===== src/rtl/tbp_pkg.sv =====
`timescale 1ns / 1ps
// tbp_pkg: shared types, command codes and helpers for the tournament branch predictor
// no dependencies; imported by tbp_ctrl, tbp_datapath and tournament_branch_predictor

package tbp_pkg;

    localparam int INSTR_ADDR_BITS = 32;
    localparam int GLOBAL_CNT_BITS = 2;

    localparam logic CMD_PREDICT = 1'b0;
    localparam logic CMD_UPDATE  = 1'b1;

    typedef struct packed {
        logic                       command;
        logic [INSTR_ADDR_BITS-1:0] instr_addr;
        logic                       branch_taken;
    } in_word_t;

    typedef struct packed {
        logic predict_taken;
        logic is_prediction;
    } out_word_t;

    // controller to datapath
    typedef struct packed {
        logic clear_wr;
        logic rd_hist;
        logic rd_pred_cnt;
        logic rd_upd_cnt;
        logic fin_pred;
        logic fin_upd;
    } ctrl_cmd_t;

    // datapath to controller
    typedef struct packed {
        logic clear_last;
        logic out_busy;
    } dp_sts_t;

    // 2-bit saturating counter step
    function automatic logic [GLOBAL_CNT_BITS-1:0] sat2_step(
        input logic [GLOBAL_CNT_BITS-1:0] cnt,
        input logic                       up
    );
        logic [GLOBAL_CNT_BITS-1:0] res;
        res = cnt;
        if (up) begin
            if (cnt != '1) res = cnt + GLOBAL_CNT_BITS'(1);
        end else begin
            if (cnt != '0) res = cnt - GLOBAL_CNT_BITS'(1);
        end
        return res;
    endfunction

endpackage


===== src/rtl/tbp_ctrl.sv =====
`timescale 1ns / 1ps
// tbp_ctrl: sequencer for clear pass, predict and update words
// depends on tbp_pkg; drives ctrl_cmd_t into tbp_datapath

module tbp_ctrl
    import tbp_pkg::*;
(
    input  logic      aclk,
    input  logic      aresetn,
    input  logic      s_valid,
    input  logic      s_command,
    output logic      s_ready,
    input  dp_sts_t   sts,
    output ctrl_cmd_t cmd
);

    typedef enum logic [2:0] {
        ST_CLEAR,
        ST_IDLE,
        ST_PRED_HIST,
        ST_PRED_CNT,
        ST_UPD_CNT
    } state_t;

    state_t state_reg;
    state_t state_next;
    logic   accept;

    assign s_ready = (state_reg == ST_IDLE);
    assign accept  = s_valid && s_ready;

    always_comb begin
        cmd             = '0;
        cmd.clear_wr    = (state_reg == ST_CLEAR);
        cmd.rd_hist     = accept && (s_command == CMD_PREDICT);
        cmd.rd_upd_cnt  = accept && (s_command == CMD_UPDATE);
        cmd.rd_pred_cnt = (state_reg == ST_PRED_HIST);
        cmd.fin_pred    = (state_reg == ST_PRED_CNT) && !sts.out_busy;
        cmd.fin_upd     = (state_reg == ST_UPD_CNT) && !sts.out_busy;
    end

    always_comb begin
        state_next = state_reg;
        case (state_reg)
            ST_CLEAR: begin
                if (sts.clear_last) state_next = ST_IDLE;
            end
            ST_IDLE: begin
                if (accept) begin
                    state_next = (s_command == CMD_PREDICT) ? ST_PRED_HIST : ST_UPD_CNT;
                end
            end
            ST_PRED_HIST: begin
                state_next = ST_PRED_CNT;
            end
            ST_PRED_CNT: begin
                if (!sts.out_busy) state_next = ST_IDLE;
            end
            ST_UPD_CNT: begin
                if (!sts.out_busy) state_next = ST_IDLE;
            end
            default: begin
                state_next = ST_CLEAR;
            end
        endcase
    end

    always_ff @(posedge aclk) begin
        if (!aresetn) begin
            state_reg <= ST_CLEAR;
        end else begin
            state_reg <= state_next;
        end
    end

`ifndef ASSERT_OFF
    a_pred_seq: assert property (@(posedge aclk) disable iff (!aresetn)
        cmd.rd_hist |=> cmd.rd_pred_cnt)
        else $error("predict history read not followed by counter read");

    a_upd_seq: assert property (@(posedge aclk) disable iff (!aresetn)
        cmd.rd_upd_cnt |=> (state_reg == ST_UPD_CNT))
        else $error("update accept did not enter counter stage");

    a_clear_end: assert property (@(posedge aclk) disable iff (!aresetn)
        $fell(cmd.clear_wr) |-> $past(sts.clear_last))
        else $error("clear pass ended before last entry");
`endif

endmodule


===== config.mk =====
export PLATFORM = sky130hd
export DESIGN_NAME = tbp_ctrl
export DESIGN_NICKNAME = d
export VERILOG_FILES = /design/src/rtl/tbp_pkg.sv /design/src/rtl/tbp_ctrl.sv
export SDC_FILE = /design/constraint.sdc
export NUM_CORES = 1
export LEC_CHECK = 0
export BUFFER_PORTS_ARGS = -buffer_cell sky130_fd_sc_hd__buf_2
export CAP_MARGIN = 20
export CORE_AREA = 4 4 41 43
export CTS_CLUSTER_DIAMETER = 60
export DETAILED_ROUTE_END_ITERATION = 8
export DIE_AREA = 0 0 45 47
export GPL_TIMING_DRIVEN = 0
export PLACE_DENSITY_LB_ADDON = 0.15
export RECOVER_POWER = 25
export SLEW_MARGIN = 20
export SYNTH_ARGS = -nofsm -noshare
export SYNTH_HDL_FRONTEND = slang
export SYNTH_SLANG_ARGS = --single-unit

===== constraint.sdc =====
create_clock -name aclk -period 1.85 [get_ports aclk]
set_input_delay 0.37 -clock aclk [delete_from_list [all_inputs] [get_ports aclk]]
set_output_delay 0.37 -clock aclk [all_outputs]
set_load 0.05 [all_outputs]

==> results of run 1 <==
==> through the flow <==
step / utilization [%] / hold WS [ns]
after CTS: 29.33 / 0.3857
after detailed placement: 27.31 / 0.6333
after floorplan: - / 0.4998
after global routing: 28.85 / 0.3832
after global placement: 27.31 / 0.6328
final: 28.85 / 0.3968
==> cells in the mapped netlist (2+ instances only) <==
library cell  n
dfxtp_1       3
nand2_1       4
and3b_1       2
nor2_1        3
a21oi_2       2
buf_6         2
==> where the power goes <==
group,switching (mW),leakage (nW),internal [mW]
clock,0.0327,0.0150,0.0807
sequential,0.00138,0.0245,0.0689
combinational,0.0593,0.129,0.0321
==> worst max path at each step <==
stage / cells past startpoint / end / startpoint
finish: 5 / cmd[2] / state_reg[2]
global route: 5 / cmd[2] / state_reg[2]
CTS: 5 / cmd[2] / state_reg[2]
detailed placement: 5 / cmd[2] / state_reg[2]
global placement: 3 / cmd[0] / state_reg[2]
floorplan: 4 / cmd[2] / state_reg[2]
==> worst register-to-register path, delay by kind of cell (launching register included) <==
kind	cells	cell delay, ns
DFF	1	0.29
buffers and inverters	1	0.22
and+or+nand+nor	1	0.27
AOI/OAI and AO/OA	2	0.17
==> per-layer routing <==
metal	global-route usage [%]	part of all wire, %	vias up
li1	-	-	133
met5	0	0	-
met3	6.130	9.9	0
met1	7.692	49	110
met4	1.754	0	0
met2	9.040	41	11
==> final cells by class <==
class                   instances  area [um^2]  area share, %
multi-input cells              22        178.9          47.67
flip-flops and latches          3        60.06          16.00
repair buffers                 12        60.06          16.00
plain buffers                   3        27.53          7.333
clock buffers                   4        26.28          7.000
well taps                      15        18.77          5.000
inverters                       1        3.754          1.000
==> cells by family after synthesis <==
logic type	count (synthesis)
buf+inv	4
flops	3
simple gates	17
compound gates	5
==> flow_summary_export.csv, run 1 <==
group,metric,value,unit
flow_run,maxCapViolations,0,
clock_tree,clk_pin_slew,0.04,ns
floorplanning,die_y,47,um
global_routing,overflow,0,
clock_tree,htree_levels,1,
global_routing,antenna_found_initial,0,
detailed_routing,drt_drc_violations_left,0,
min_path,worstHoldEndpoint,"state_reg[0]",
worst_setup_path,required,1.48,ns
layout,layout.cells.non_filler,60,
run_status,status,"completed",
worst_setup_path,timing.rr.end,"state_reg[0]",
worst_setup_path,path_buf_inv,2,
place,placed_area,355.3,um^2
power,peakVddDrop,0.0003098,V
logic_synthesis,synthArstFlopShare,0,%
detailed_routing,antenna_left,0,
layout,finalInstanceArea,375.4,um^2
min_path,min-delay-start,"aresetn",
worst_setup_path,reg2regPathDepth,4,
logic_synthesis,ys_ff_latch,3,
worst_setup_path,rrSetupSlack,0.84,ns
detailed_routing,finalWirelength,609,um
logic_synthesis,syn-instance-count,29,
sta,worst_slack,0.1360,ns
layout,area_growth,44.93,%
worst_setup_path,cp-start-kind,"flip-flop",
logic_synthesis,synth.avg_cell_area,8.931,um^2
logic_synthesis,synth_edf_count,0,
sta,max_freq,583.4,MHz
clock_tree,clockRootBuffer,"clkbuf_4",
clock_tree,numClockSinks,3,
detailed_routing,detail_route.wl_per_cell,10.15,um
logic_synthesis,yosysWarningCount,0,
global_routing,grt_use_total,6.703,%
worst_setup_path,cp_common_cell,"buf_2",
global_routing,grt_max_degree,11,
logic_synthesis,synth_compound_area_share,14.01,%
power,p_leak,0.1683,nW
layout,num_antenna_cells,0,
detailed_routing,drtIter0Drc,1,
floorplanning,placementRows,13,
worst_setup_path,setup.worst_path.end_class,"primary output",
clock_tree,cts-resized-gates,0,
sta,period_share,92.65,%
logic_synthesis,ys.flop_type,"dfxtp_1",
sta,maxSlewHeadroom,84.38,%
worst_setup_path,path_class,"flip-flop to primary output",
layout,mostFrequentLayoutCell,"buf_2",
floorplanning,io_pins,13,
layout,drive_gt1_share,55.56,%
worst_setup_path,r2r-start,"state_reg[2]",
logic_synthesis,synth.area.top_cells,"dfxtp_1 (23%), nor4b_4 (9.2%), buf_6 (8.7%)",
floorplanning,start_util,19.90,%
floorplanning,die_area,2115,um^2
worst_setup_path,arrival,1.34,ns
global_routing,grt_pass1_vias,247,
clock_tree,hold_buffers,0,
logic_synthesis,synthMuxAreaShare,0,%
logic_synthesis,synth_area,259.0,um^2
sta,tns,0,ns
worst_setup_path,crit_path_cell_trace,"buf_2 -> nor3b_4 -> nand2_1 -> nor2_2 -> buf_2",
sta,final-max-slew-violation-count,0,
sta,min_period,1.714,ns
clock_tree,cts_made_buffers,3,
min_path,hold_path_depth,3,
layout,largest_reg_flops,3,
detailed_routing,drtPass1Iterations,3,
sta,setup_violations,0,
floorplanning,die_w,45,um
detailed_routing,vias,254,
place,routabilityCongestion,0.6624,
logic_synthesis,synth_top_family_by_area,"simple AND/OR/NAND/NOR gates",
place,place_ws,0.3578,ns
logic_synthesis,yosys.area_share.simple,50.72,%
sta,tightest_slew,0.2310,ns
worst_setup_path,slowest_stage,"dfxtp_1",
logic_synthesis,synth_fa_ha_area_share,0,%
clock_tree,cts_setup_buffers,0,
sta,final_hold_viol_count,0,
detailed_routing,vias_per_cell,4.233,
global_routing,grt_first_pass_wirelength,979,um
clock_tree,tritoncts,"done",
logic_synthesis,syn_nets,35,
clock_tree,clk-insertion-delay-late,0.23,ns
place,dp_cells,56,
logic_synthesis,synth-xor-area-share,0,%
place,io_buffers,12,
layout,fillCellCount,155,
floorplanning,fp.coreArea,1301,um^2
min_path,min_path_type,"input pin to flip-flop",
power,power,0.2751,mW
logic_synthesis,ys_seq_area_share,23.19,%
layout,final_cell_mix,"buf_2 (13), nand2_1 (4), clkbuf_4 (3), dfxtp_1 (3)",
worst_setup_path,worstPathMaxFanout,10,
clock_tree,cts_buffer_depth,2,
power,power_density,732.9,nW/um^2
layout,nets,52,
worst_setup_path,cpPeakStageDelay,0.28,ns
logic_synthesis,synth_top_area_cell,"dfxtp_1",
logic_synthesis,synth_top_area_share,23.19,%
sta,rsz0062_at_grt,"false",
place,hpwl,478.4,um
worst_setup_path,cp_top_family,"buffers and inverters",
sta,clock_skew,0.0004921,ns
logic_synthesis,synth_cell_type_count,19,
Note: power is estimated with default switching activity, not from simulation.
==> run 2: changes to the inputs <==
--- a/config.mk
+++ b/config.mk
@@ -5,6 +5,7 @@
 export SDC_FILE = /design/constraint.sdc
 export NUM_CORES = 1
 export LEC_CHECK = 0
+export ABC_AREA = 1
 export BUFFER_PORTS_ARGS = -buffer_cell sky130_fd_sc_hd__buf_2
 export CAP_MARGIN = 20
 export CORE_AREA = 4 4 41 43
==> flow_summary_export.csv, run 2 <==
group,metric,value,unit
run_status,status,"completed",
global_routing,grt_pass1_vias,247,
detailed_routing,vias_per_cell,3.958,
logic_synthesis,ys.flop_type,"dfxtp_1",
logic_synthesis,ys_ff_latch,3,
clock_tree,cts-resized-gates,0,
min_path,worstHoldEndpoint,"state_reg[0]",
sta,final-max-slew-violation-count,0,
global_routing,grt_max_degree,8,
clock_tree,clockRootBuffer,"clkbuf_4",
floorplanning,placementRows,13,
logic_synthesis,synth.avg_cell_area,5.798,um^2
clock_tree,cts_setup_buffers,0,
detailed_routing,antenna_left,0,
logic_synthesis,synth_cell_type_count,13,
sta,final_hold_viol_count,0,
sta,min_period,1.744,ns
logic_synthesis,syn-instance-count,41,
sta,worst_slack,0.1059,ns
sta,tightest_slew,0.2451,ns
global_routing,antenna_found_initial,0,
clock_tree,clk_pin_slew,0.04,ns
logic_synthesis,yosysWarningCount,0,
clock_tree,hold_buffers,0,
place,hpwl,524.4,um
place,dp_cells,68,
clock_tree,numClockSinks,3,
logic_synthesis,synth_top_area_share,25.26,%
worst_setup_path,timing.rr.end,"state_reg[2]",
worst_setup_path,cp-start-kind,"flip-flop",
logic_synthesis,synth_top_area_cell,"dfxtp_1",
layout,final_cell_mix,"nor2_1 (12), buf_2 (12), nand2_1 (7), nand3_1 (5), inv_2 (4)",
layout,drive_gt1_share,40.35,%
clock_tree,tritoncts,"done",
detailed_routing,drtPass1Iterations,3,
place,routabilityCongestion,0.6642,
place,place_ws,0.3403,ns
sta,max_freq,573.4,MHz
min_path,hold_path_depth,3,
worst_setup_path,required,1.48,ns
layout,layout.cells.non_filler,72,
clock_tree,clk-insertion-delay-late,0.23,ns
sta,setup_violations,0,
logic_synthesis,synth.area.top_cells,"dfxtp_1 (25%), nor2_1 (19%), nand3_1 (11%)",
layout,largest_reg_flops,3,
detailed_routing,drtIter0Drc,1,
sta,rsz0062_at_grt,"false",
layout,nets,64,
sta,tns,0,ns
logic_synthesis,synth_area,237.7,um^2
clock_tree,cts_made_buffers,3,
global_routing,overflow,0,
min_path,min_path_type,"input pin to flip-flop",
logic_synthesis,synth_edf_count,0,
place,placed_area,329.1,um^2
global_routing,grt_first_pass_wirelength,1021,um
floorplanning,die_w,45,um
floorplanning,io_pins,13,
worst_setup_path,reg2regPathDepth,8,
detailed_routing,vias,285,
floorplanning,die_y,47,um
detailed_routing,finalWirelength,608,um
detailed_routing,detail_route.wl_per_cell,8.444,um
worst_setup_path,path_class,"flip-flop to primary output",
floorplanning,die_area,2115,um^2
worst_setup_path,arrival,1.37,ns
sta,clock_skew,0.002231,ns
worst_setup_path,rrSetupSlack,0.61,ns
logic_synthesis,synthArstFlopShare,0,%
min_path,min-delay-start,"aresetn",
place,io_buffers,12,
layout,area_growth,45.26,%
worst_setup_path,worstPathMaxFanout,5,
sta,period_share,94.28,%
worst_setup_path,r2r-start,"state_reg[0]",
worst_setup_path,setup.worst_path.end_class,"primary output",
logic_synthesis,yosys-top-cells-count,"nor2_1 (12), nand2_1 (6), nand3_1 (5)",
clock_tree,htree_levels,1,
layout,finalInstanceArea,345.3,um^2
detailed_routing,drt_drc_violations_left,0,
global_routing,grt_use_total,6.867,%
logic_synthesis,synth.most_common_cell,"nor2_1",
floorplanning,fp.coreArea,1301,um^2
floorplanning,start_util,18.27,%
flow_run,maxCapViolations,0,
sta,maxSlewHeadroom,83.64,%
logic_synthesis,syn_nets,47,
logic_synthesis,ys_seq_area_share,25.26,%
clock_tree,cts_buffer_depth,2,
layout,num_antenna_cells,0,
==> run 2: worst max-delay path, cell delays in order (launching register included) <==
cell and delay [ns]:
dfxtp_1 0.34, inv_1 0.15, nand3_1 0.16, inv_2 0.08, nand2_1 0.07, nor2_2 0.07
buf_2 0.26
==> run 2: how the worst max path moves through the flow <==
stage,from,endpoint,cells after the start
floorplan,state_reg[0],cmd[5],1
global placement,state_reg[2],cmd[2],6
detailed placement,state_reg[2],cmd[2],6
CTS,state_reg[2],cmd[2],6
global route,state_reg[0],cmd[2],5
finish,state_reg[2],cmd[2],6
==> run 2: stage by stage <==
step	hold WS, ns	util (%)
after CTS	0.3791	27.31
after global placement	0.5531	25.29
after floorplan	0.4907	-
after global routing	0.4102	26.54
after detailed placement	0.5483	25.29
final	0.3870	26.54
==> run 2: cells by family after synthesis <==
| group | count (synthesis) | share of synthesized area, % |
|---|---|---|
| buffers and inverters | 6 | 9.473 |
| AOI/OAI and AO/OA | 1 | 2.103 |
| and+or+nand+nor | 31 | 63.16 |
| DFF | 3 | 25.26 |
==> run 2: area by class of cell <==
| cell class | instances | area, um^2 |
|---|---|---|
| Timing Repair Buffer | 12 | 60.06 |
| Fill cell | 156 | 955.9 |
| Clock buffer | 4 | 26.28 |
| Inverter | 6 | 22.52 |
| Sequential cell | 3 | 60.06 |
| Multi-Input combinational cell | 32 | 157.7 |
| Tap cell | 15 | 18.77 |
==> run 2: layer usage <==
layer,global-route usage (%),up-vias,part of all wire [%],routed length (um)
met5,0,-,0,0
met4,5.263,0,0,0
met3,1.916,0,9.5,58
met2,10.45,8,44,266
met1,8.163,114,46,282
li1,-,163,-,-
Power of run 2 is left out: the tool's default activity adds up to more than one toggle a clock period on the data nets, which glitch-free logic cannot reach.
